### config.mk
export PLATFORM = sky130hd
export DESIGN_NAME = kmlau_cell
export DESIGN_NICKNAME = d
export VERILOG_FILES = /design/src/assert_macros.svh /design/src/kmlau_pkg.sv /design/src/kmlau_cell.sv
export SDC_FILE = /design/constraint.sdc
export NUM_CORES = 2
export LEC_CHECK = 0
export BUFFER_PORTS_ARGS = -buffer_cell sky130_fd_sc_hd__buf_2
export CAP_MARGIN = 30
export CORE_MARGIN = 2
export CORE_UTILIZATION = 25
export DETAILED_ROUTE_END_ITERATION = 8
export SETUP_SLACK_MARGIN = 0.15
export SYNTH_ARGS = -nofsm -noshare
export SYNTH_HDL_FRONTEND = slang
export SYNTH_SLANG_ARGS = --single-unit
### constraint.sdc
create_clock -name clock -period 16.05 [get_ports clock]
set_input_delay 0.8025 -clock clock [delete_from_list [all_inputs] [get_ports clock]]
set_output_delay 0.8025 -clock clock [all_outputs]
set_load 0.01 [all_outputs]
### src/assert_macros.svh
// assertion macros used by the top level rtl file
// no dependencies
`ifndef ASSERT_MACROS_SVH
`define ASSERT_MACROS_SVH

// condition holds at every edge outside reset
`define ASSERT_ALWAYS(lbl, clk, rst, cond) \
   lbl: assert property (@(posedge clk) disable iff (rst) (cond)) \
      else $error("assertion failed");

// trigger implies a condition in the next cycle
`define ASSERT_NEXT(lbl, clk, rst, trig, cond) \
   lbl: assert property (@(posedge clk) disable iff (rst) (trig) |=> (cond)) \
      else $error("assertion failed");

`endif

### src/kmlau_pkg.sv
// shared types, codes and constants of the k-means assign and update block
// no dependencies
package kmlau_pkg;

   localparam int NUM_CENTERS_DEF = 8;
   localparam int NUM_DIMS_DEF    = 4;
   localparam int COUNT_BITS_DEF  = 21;

   localparam int COORD_W      = 16;
   localparam int CENTERS_REG_W = 4;
   localparam int DIMS_REG_W    = 3;
   localparam int COST_W        = 64;
   localparam int NDIST_W       = 36;
   localparam int NIDX_W        = 3;
   localparam int CONV_TERMS    = 5;
   localparam int CONV_W        = COST_W + 14;

   localparam logic [0:0] REG_CENTERS = 1'b0;
   localparam logic [0:0] REG_DIMS    = 1'b1;

   typedef enum logic [1:0] {
      OP_CENTER = 2'd0,
      OP_POINT  = 2'd1,
      OP_FINISH = 2'd2
   } op_type;

   typedef enum logic {
      KIND_ASSIGN  = 1'b0,
      KIND_SUMMARY = 1'b1
   } kind_type;

   typedef enum logic [2:0] {
      ST_IDLE,
      ST_ACC,
      ST_SCAN,
      ST_DIV,
      ST_EMIT
   } state_type;

   typedef struct packed {
      logic mul;
      logic acc;
      logic clr_point;
      logic assign_pt;
      logic div_start;
      logic clr_acc;
   } cell_cmd_type;

   typedef struct packed {
      logic busy;
      logic cnt_zero;
   } cell_stat_type;

   typedef struct packed {
      logic                empty;
      logic                conv;
      logic [COST_W-1:0]   cost;
      logic [NDIST_W-1:0]  distance;
      logic [NIDX_W-1:0]   idx;
      kind_type            kind;
   } result_type;

   function automatic int clamp_reg(input int v, input int top);
      int r;
      r = v;
      if (v == 0) r = 1;
      else if (v > top) r = top;
      return r;
   endfunction

   // 10000 = 2^13 + 2^10 + 2^9 + 2^8 + 2^4
   function automatic int conv_shift(input logic [2:0] k);
      int s;
      case (k)
         3'd0: s = 13;
         3'd1: s = 10;
         3'd2: s = 9;
         3'd3: s = 8;
         3'd4: s = 4;
         default: s = 0;
      endcase
      return s;
   endfunction

endpackage

### src/kmlau_cell.sv
// one center cell: coordinates, partial distance, cluster sums, argmin token stage
// and a restoring divider for the mean; depends on kmlau_pkg
module kmlau_cell #(
   parameter int CELL_INDEX  = 0,
   parameter int NUM_CENTERS = kmlau_pkg::NUM_CENTERS_DEF,
   parameter int NUM_DIMS    = kmlau_pkg::NUM_DIMS_DEF,
   parameter int COUNT_BITS  = kmlau_pkg::COUNT_BITS_DEF,
   localparam int DIM_IDX_BITS = (NUM_DIMS > 1) ? $clog2(NUM_DIMS) : 1,
   localparam int CIDX_BITS    = (NUM_CENTERS > 1) ? $clog2(NUM_CENTERS) : 1,
   localparam int DIST_BITS    = 34 + $clog2(NUM_DIMS)
) (
   input  logic                                clock,
   input  logic                                reset,
   input  kmlau_pkg::cell_cmd_type             cmd,
   input  logic                                in_use,
   input  logic [NUM_DIMS-1:0]                 dim_use,
   input  logic                                wr_en,
   input  logic [DIM_IDX_BITS-1:0]             wr_dim,
   input  logic signed [kmlau_pkg::COORD_W-1:0] wr_value,
   input  logic [DIM_IDX_BITS-1:0]             pt_dim,
   input  logic signed [kmlau_pkg::COORD_W-1:0] pt_value,
   input  logic signed [kmlau_pkg::COORD_W-1:0] pt_buf [NUM_DIMS],
   input  logic [NUM_DIMS-1:0]                 pt_mask,
   input  logic [CIDX_BITS-1:0]                win_idx,
   input  logic                                tok_valid_in,
   input  logic [CIDX_BITS-1:0]                tok_idx_in,
   input  logic [DIST_BITS-1:0]                tok_dist_in,
   output logic                                tok_valid_out,
   output logic [CIDX_BITS-1:0]                tok_idx_out,
   output logic [DIST_BITS-1:0]                tok_dist_out,
   output kmlau_pkg::cell_stat_type            stat
);

   localparam int CW       = kmlau_pkg::COORD_W;
   localparam int SUM_BITS = CW + COUNT_BITS;
   localparam int BIT_W    = $clog2(SUM_BITS);

   logic signed [CW-1:0]       center_ff [NUM_DIMS];
   logic signed [CW-1:0]       center_in [NUM_DIMS];
   logic signed [SUM_BITS-1:0] sum_ff    [NUM_DIMS];
   logic signed [SUM_BITS-1:0] sum_in    [NUM_DIMS];
   logic [COUNT_BITS-1:0]      count_ff, count_in;
   logic [DIST_BITS-1:0]       partial_ff, partial_in;
   logic [33:0]                prod_ff;
   logic                       tok_valid_ff;
   logic [CIDX_BITS-1:0]       tok_idx_ff;
   logic [DIST_BITS-1:0]       tok_dist_ff;

   logic                       busy_ff;
   logic [DIM_IDX_BITS-1:0]    dim_ff;
   logic [BIT_W-1:0]           bit_ff;
   logic [SUM_BITS-1:0]        quo_ff;
   logic [COUNT_BITS-1:0]      rem_ff;
   logic                       neg_ff;

   logic signed [CW:0]         diff;
   logic signed [2*CW+1:0]     sq;
   logic                       take, win, last_bit, last_dim, write_ok;
   logic [COUNT_BITS:0]        rem_sh;
   logic                       ge;
   logic [COUNT_BITS-1:0]      rem_nx;
   logic [SUM_BITS-1:0]        q_nx, q_signed;
   logic [DIM_IDX_BITS-1:0]    load_dim;
   logic signed [SUM_BITS-1:0] load_sum;
   logic [SUM_BITS-1:0]        load_mag;

   // distance term and argmin stage
   always_comb begin
      diff = (CW+1)'(pt_value) - (CW+1)'(center_ff[pt_dim]);
      sq   = diff * diff;
      take = tok_valid_in && in_use && ((CELL_INDEX == 0) || (partial_ff < tok_dist_in));
      if (cmd.clr_point) partial_in = '0;
      else if (cmd.acc) partial_in = partial_ff + DIST_BITS'(prod_ff);
      else partial_in = partial_ff;
   end

   // divider step
   always_comb begin
      rem_sh   = {rem_ff, quo_ff[SUM_BITS-1]};
      ge       = rem_sh >= {1'b0, count_ff};
      rem_nx   = ge ? COUNT_BITS'(rem_sh - {1'b0, count_ff}) : COUNT_BITS'(rem_sh);
      q_nx     = {quo_ff[SUM_BITS-2:0], ge};
      q_signed = neg_ff ? (~q_nx + 1'b1) : q_nx;
      last_bit = bit_ff == BIT_W'(SUM_BITS - 1);
      last_dim = dim_ff == DIM_IDX_BITS'(NUM_DIMS - 1);
      write_ok = in_use && (count_ff != '0) && dim_use[dim_ff];
      load_dim = cmd.div_start ? '0 : DIM_IDX_BITS'(dim_ff + 1'b1);
      load_sum = sum_ff[load_dim];
      load_mag = load_sum[SUM_BITS-1] ? SUM_BITS'(-load_sum) : SUM_BITS'(load_sum);
   end

   // centers, sums and count
   always_comb begin
      win = cmd.assign_pt && (win_idx == CIDX_BITS'(CELL_INDEX)) && (count_ff != '1);
      center_in = center_ff;
      sum_in    = sum_ff;
      count_in  = count_ff;
      if (wr_en) center_in[wr_dim] = wr_value;
      if (busy_ff && last_bit && write_ok) center_in[dim_ff] = q_signed[CW-1:0];
      if (cmd.clr_acc) begin
         count_in = '0;
         for (int d = 0; d < NUM_DIMS; d++) sum_in[d] = '0;
      end else if (win) begin
         count_in = count_ff + 1'b1;
         for (int d = 0; d < NUM_DIMS; d++) begin
            if (pt_mask[d]) sum_in[d] = sum_ff[d] + SUM_BITS'(pt_buf[d]);
         end
      end
   end

   always_ff @(posedge clock) begin
      if (reset) begin
         for (int d = 0; d < NUM_DIMS; d++) begin
            center_ff[d] <= '0;
            sum_ff[d]    <= '0;
         end
         count_ff     <= '0;
         partial_ff   <= '0;
         tok_valid_ff <= 1'b0;
         busy_ff      <= 1'b0;
      end else begin
         center_ff    <= center_in;
         sum_ff       <= sum_in;
         count_ff     <= count_in;
         partial_ff   <= partial_in;
         tok_valid_ff <= tok_valid_in;
         if (cmd.div_start) busy_ff <= 1'b1;
         else if (busy_ff && last_bit && last_dim) busy_ff <= 1'b0;
      end
   end

   always_ff @(posedge clock) begin
      if (cmd.mul) prod_ff <= 34'(sq);
      tok_idx_ff  <= take ? CIDX_BITS'(CELL_INDEX) : tok_idx_in;
      tok_dist_ff <= take ? partial_ff : tok_dist_in;
      if (cmd.div_start || (busy_ff && last_bit)) begin
         dim_ff <= load_dim;
         bit_ff <= '0;
         rem_ff <= '0;
         quo_ff <= load_mag;
         neg_ff <= load_sum[SUM_BITS-1];
      end else if (busy_ff) begin
         bit_ff <= bit_ff + 1'b1;
         rem_ff <= rem_nx;
         quo_ff <= q_nx;
      end
   end

   assign tok_valid_out = tok_valid_ff;
   assign tok_idx_out   = tok_idx_ff;
   assign tok_dist_out  = tok_dist_ff;
   assign stat.busy     = busy_ff;
   assign stat.cnt_zero = (count_ff == '0);

endmodule

After elaboration in Yosys (flattened, before gate mapping)
Cells that the tools add are included.

Register bits: 411. Bits in latches: 0. Memory bits (writable): 0. Bits in read-only memories: 0. Input port bits: 161. Logic and storage cells: 96. Memories kept: 0.

$add $sub $neg: 12. $mul: 1. Div/mod/pow operators: 0. Magnitude comparators: 8. Eq/ne operators: 3. Shifts and indexed selects: 0. Multiplexer cells: 25. Bitwise gates (word level): 5. Reductions and logical operators: 22.

Operators with widths (count): 37-bit two-way mux (5); 37-bit by 16-bit adder with 37-bit output (4); 64-bit bitwise mux (2); 64-bit two-way mux (2); 16-bit two-way mux (5); 37-bit binary-select mux with 2-bit select (1); 16-bit demux with 2-bit select (2); 37-bit negator (1); 36-bit by 34-bit adder with 36-bit output (1); 36-bit two-way mux (1); 17-bit by 17-bit multiplier with 34-bit output (1); 16-bit binary-select mux with 2-bit select (1); 22-bit by 21-bit >= comparator with 1-bit output (1); 21-bit by 1-bit adder with 21-bit output (second input constant) (1); 21-bit zero test (1); 21-bit two-way mux (1); 21-bit inequality test (second input constant) (1); 21-bit nonzero test (1); 21-bit subtractor (1); 16-bit by 16-bit subtractor with 17-bit output (1); 16-bit by 1-bit adder with 16-bit output (second input constant) (1); 16-bit inverter (1); 3-bit >= comparator (second input constant) (4); 2-bit inverter with 3-bit output (4); other kinds (15) (32).

Longest topological paths before layout
Depth in word-level cells: 9. Gate-level depth with buffers: 39. Gate-level depth less buffers: 37.

Worst setup path after synthesis
Ideal clock, no wire load.

Path type: in2reg. Start: in pt_dim[0]. End: reg prod_ff[33] (data pin). Library setup time: 182 ps. Data arrival time: 10120 ps. Data required time: 15868 ps. Setup slack: 5749 ps. Stages on the path: 38. Cells stage by stage: clkbuf_1 > buf_1 > mux4_2 > ha_1 > fa_1 > nor2b_1 > o21ai_0 > a21boi_0 > o211ai_1 > a21oi_1 > nor3b_1 > xnor2_1 > inv_1 > clkbuf_1 > nor2_1 > inv_1 > fa_1 > inv_1 > (+2 left out) > fa_1 > inv_1 > fa_1 > fa_1 > inv_1 > fa_1 > inv_1 > ha_1 > a21o_1 > a21o_1 > a21o_1 > nand2_1 > o31ai_1 > a221oi_1 > o21ai_1 > o41a_1 > mux2i_1 > nor4b_1.

Cells in the longest elaborated chain, start to end: 6.

Ends and longest elaborated chain: start, declared (RTL line kmlau_cell.sv:20) `input logic [DIM_IDX_BITS-1:0] pt_dim,`; 2-bit inverter with 3-bit output (not written as such) (RTL line kmlau_cell.sv:69) `diff = (CW+1)'(pt_value) - (CW+1)'(center_ff[pt_dim]);`; 16-bit binary-select mux with 2-bit select (RTL line kmlau_cell.sv:69); 16-bit two-way mux (not written as such) (2 in series) (RTL line kmlau_cell.sv:69); 16-bit by 16-bit subtractor with 17-bit output (RTL line kmlau_cell.sv:69); 17-bit by 17-bit multiplier with 34-bit output (RTL line kmlau_cell.sv:70) `sq = diff * diff;`; via sq[33] (RTL line kmlau_cell.sv:57) `logic signed [2*CW+1:0] sq;`; end signal, assigned (RTL line kmlau_cell.sv:133) `if (cmd.mul) prod_ff <= 34'(sq);`; end, declared (RTL line kmlau_cell.sv:44) `logic [33:0] prod_ff;`.

The timed path passes the listed nets, and every way through them passes these cells. The select of a mux whose other input is x is not followed. A chain may end at the register's enable or synchronous reset.

Worst setup path after layout
Same ends and word-level chain as after synthesis.

==> impl_results.md <==
- Crit end category: flip-flop
- Final Skew: 0.0298 ns
- Rel. slew slack: about a third
- Via count: 31,800
- CP Class: input pin to flip-flop
- Per-cell routed wire length: 16.4 um
- Most frequent cell on the critical path: fa_1
- Footprint of the multi-input gates: 26,600 um^2
- Vias per cell: 4.76
- Final min period: approximately 11 ns
- Initial Utilization: about a quarter
- Final setup viols: 0
- Die H: 394 um
- Upper clock frequency limit: 93.8 MHz
- Final GP Congestion: between 0.8 and 0.9
- Met3 WL post-DR: approximately 7700 um
- Cts bufs inserted: 50
- Worst-case clock buffer depth: 3
- Worst EP arrival: between 10 and 15 ns
- Ys Warns: 0
- Worst path required time: 16.50 ns
- Initial antenna violation count: 35
- First-pass GRT wire length: ~170,000 um
- Hold Slack: 0.362 ns
- Fillers: around 16,000
- Buffers on Ports: 202
- Most frequent cells in the layout: nand2_1 (538), inv_1 (467), nor2_1 (383), a21oi_1 (339), dfxtp_1 (337)
- Hold bufs inserted after CTS: 0
- Nets@finish: ~5,300
- Register area: between 8000 and 9000 um^2
- Sink Count: about 400
- Final hold vios: 0
- Worst-Margin Slew: around 1.0 ns
- R2R cell count: 34
- Critical path peak fanout: 22
- Chip width: 394 um
- Post-CTS Setup Repair Bufs: 0
- # IOs: 203
- Sequential fraction of the synthesis area: 23.5%
- Share of layout cells above drive strength 1: about a tenth
- DP Wirelength: about 86,000 um
- Post-route ant nets: 0
- Synth Instances: 4,480
- Most common cell after layout, fill and taps aside: nand2_1
- Async set-reset flop share out of synthesis: 0%
- Post-layout util: 28.4%
- Outcome: complete, no violations
- Element type at the critical path start: input pin
- Largest net degree at the start of global routing: 87
- DR top layer: met5
- Hold Crit Depth: 2
- Clock latency on the worst-skew pair: 0.65 ns
- # DRC: 0
- Fin crit share: 66.4%
- TritonCTS clock tree: done
- Hold crit path type: input pin to flip-flop
- Crit-path max cell delay: 0.76 ns
- Root Buffer: clkbuf_16
- Synthesized area per cell: 8.49 um^2
- Vias in the first global route: 31,700
- Die Footprint: around 160,000 um^2
- Unrepaired setup endpoints after global routing: false
- Congestion Overflow GR: 0
- Post-Syn Area: 38,000 um^2
- Met2 Wirelength: 49,900 um
- Library cells used by synthesis: 98
- Site row count: 143
- Met1 wire length: 47,400 um
- H-tree depth: 2
- Critical-path top delay cell: clkinv_1
- Initial detailed-routing violation count: 2,101
- Number of gates resized after cts: 0
- Clock transition at path regs: 0.06 ns
- Detailed Route WL: 110,000 um
- Area grow syn2layout: 13.2%
- DRT Pass-1 Iters: 5
- Fin Setup TNS: 0 ns
- Synth Flop Type: dfxtp_1
- Slew Limit Fails: 0
- Synth Net Count: 5,227
- Core area: 152,000 um^2
- Max-capacitance violation count: 0
- GRT Util Overall: 13.8%
- Post-synth EDFFs: between 70 and 80
- Flops & latches, synth: between 400 and 500
==> layout make-up <==
class / instances / area share, %
inverter: 475 / 4.14
sequential: 410 / 20.8
clock inverter: 19 / 0.535
timing repair buffer: 244 / 3.27
tap: 2030 / 5.90
antenna: 7 / 0.0407
multi-input combinational: 3421 / 61.9
clock buffer: 75 / 3.50
==> state kept, by name, summed over array words and instances, names as in the netlist, 6 cells and up <==
name          count
count_ff         21
rem_ff           21
tok_dist_out     36
partial_ff       36
prod_ff          33
sum_ff          148
quo_ff           37
bit_ff            6
center_ff        64
==> metrics by stage <==
step,area (um^2),instances,setup WS [ns]
5_1_grt,43000,6675,4.75
3_5_place_dp,41300,6580,4.73
2_1_floorplan,38000,4480,5.75
3_3_place_gp,41200,6575,4.87
4_1_cts,43000,6674,5.41
6_report,43100,6681,5.39
==> synthesized netlist by cell type (23+ instances only) <==
master | n | area share (%)
nor3_1 | 66 | 0.87
a21oi_1 | 340 | 4.5
and2_1 | 23 | 0.38
o21bai_1 | 27 | 0.53
inv_1 | 467 | 4.6
mux2_2 | 57 | 1.7
and3_1 | 38 | 0.62
nand2_1 | 538 | 5.3
nand2b_1 | 29 | 0.48
nor2b_1 | 35 | 0.58
edfxtp_1 | 73 | 5.8
xnor2_1 | 155 | 3.6
dfxtp_1 | 337 | 18
nand4_1 | 38 | 0.62
nand3_1 | 97 | 1.3
o21ai_0 | 177 | 2.3
ha_1 | 310 | 10
a211oi_1 | 108 | 2.1
nor2_1 | 384 | 3.8
fa_1 | 276 | 15
a21o_1 | 116 | 2.3
clkbuf_1 | 135 | 1.3
xor2_1 | 108 | 2.5
mux2i_1 | 120 | 3.2
a31oi_1 | 38 | 0.62
==> worst paths after layout <==
kind / start / end / slack (ns)
setup / recovery: pt_dim[0] / prod_ff[33] / 5.39
hold / removal: tok_idx_in[1] / tok_idx_out[1] / 0.36
setup reg to reg: center_ff[0] / prod_ff[33] / 5.87
hold reg to reg: sum_ff[36] / sum_ff[36] / 0.47
==> per-layer routing <==
layer,vias to the layer above,global-route usage [%]
met5,-,0
met4,34,4.87
met3,229,3.36
met2,756,23.0
met1,15100,17.3
li1,15700,-
==> critical path, delay by kind of cell <==
family,cells,cell delay (ns)
buffers and inverters,5,1.37
AND/OR/NAND/NOR,6,0.99
multiplexers,2,0.72
AO/OA/AOI/OAI,13,3.34
adder cells (fa/ha/maj),9,3.83
==> cell families (layout without fill, tap and decap cells) <==
group | after synthesis | count (layout) | share of synthesized area [%]
buffers and inverters | 649 | 813 | 6.56
AO/OA/AOI/OAI | 1019 | 1019 | 17.2
AND/OR/NAND/NOR | 1359 | 1359 | 16.1
multiplexers | 194 | 194 | 5.85
adder cells (fa/ha/maj) | 586 | 586 | 24.7
flip-flops | 410 | 410 | 23.5
XOR/XNOR | 263 | 263 | 6.05
other | 0 | 7 | 0
Power is not shown: default switching activity piles up to over one toggle a cycle in this logic, so the estimate is an artifact.
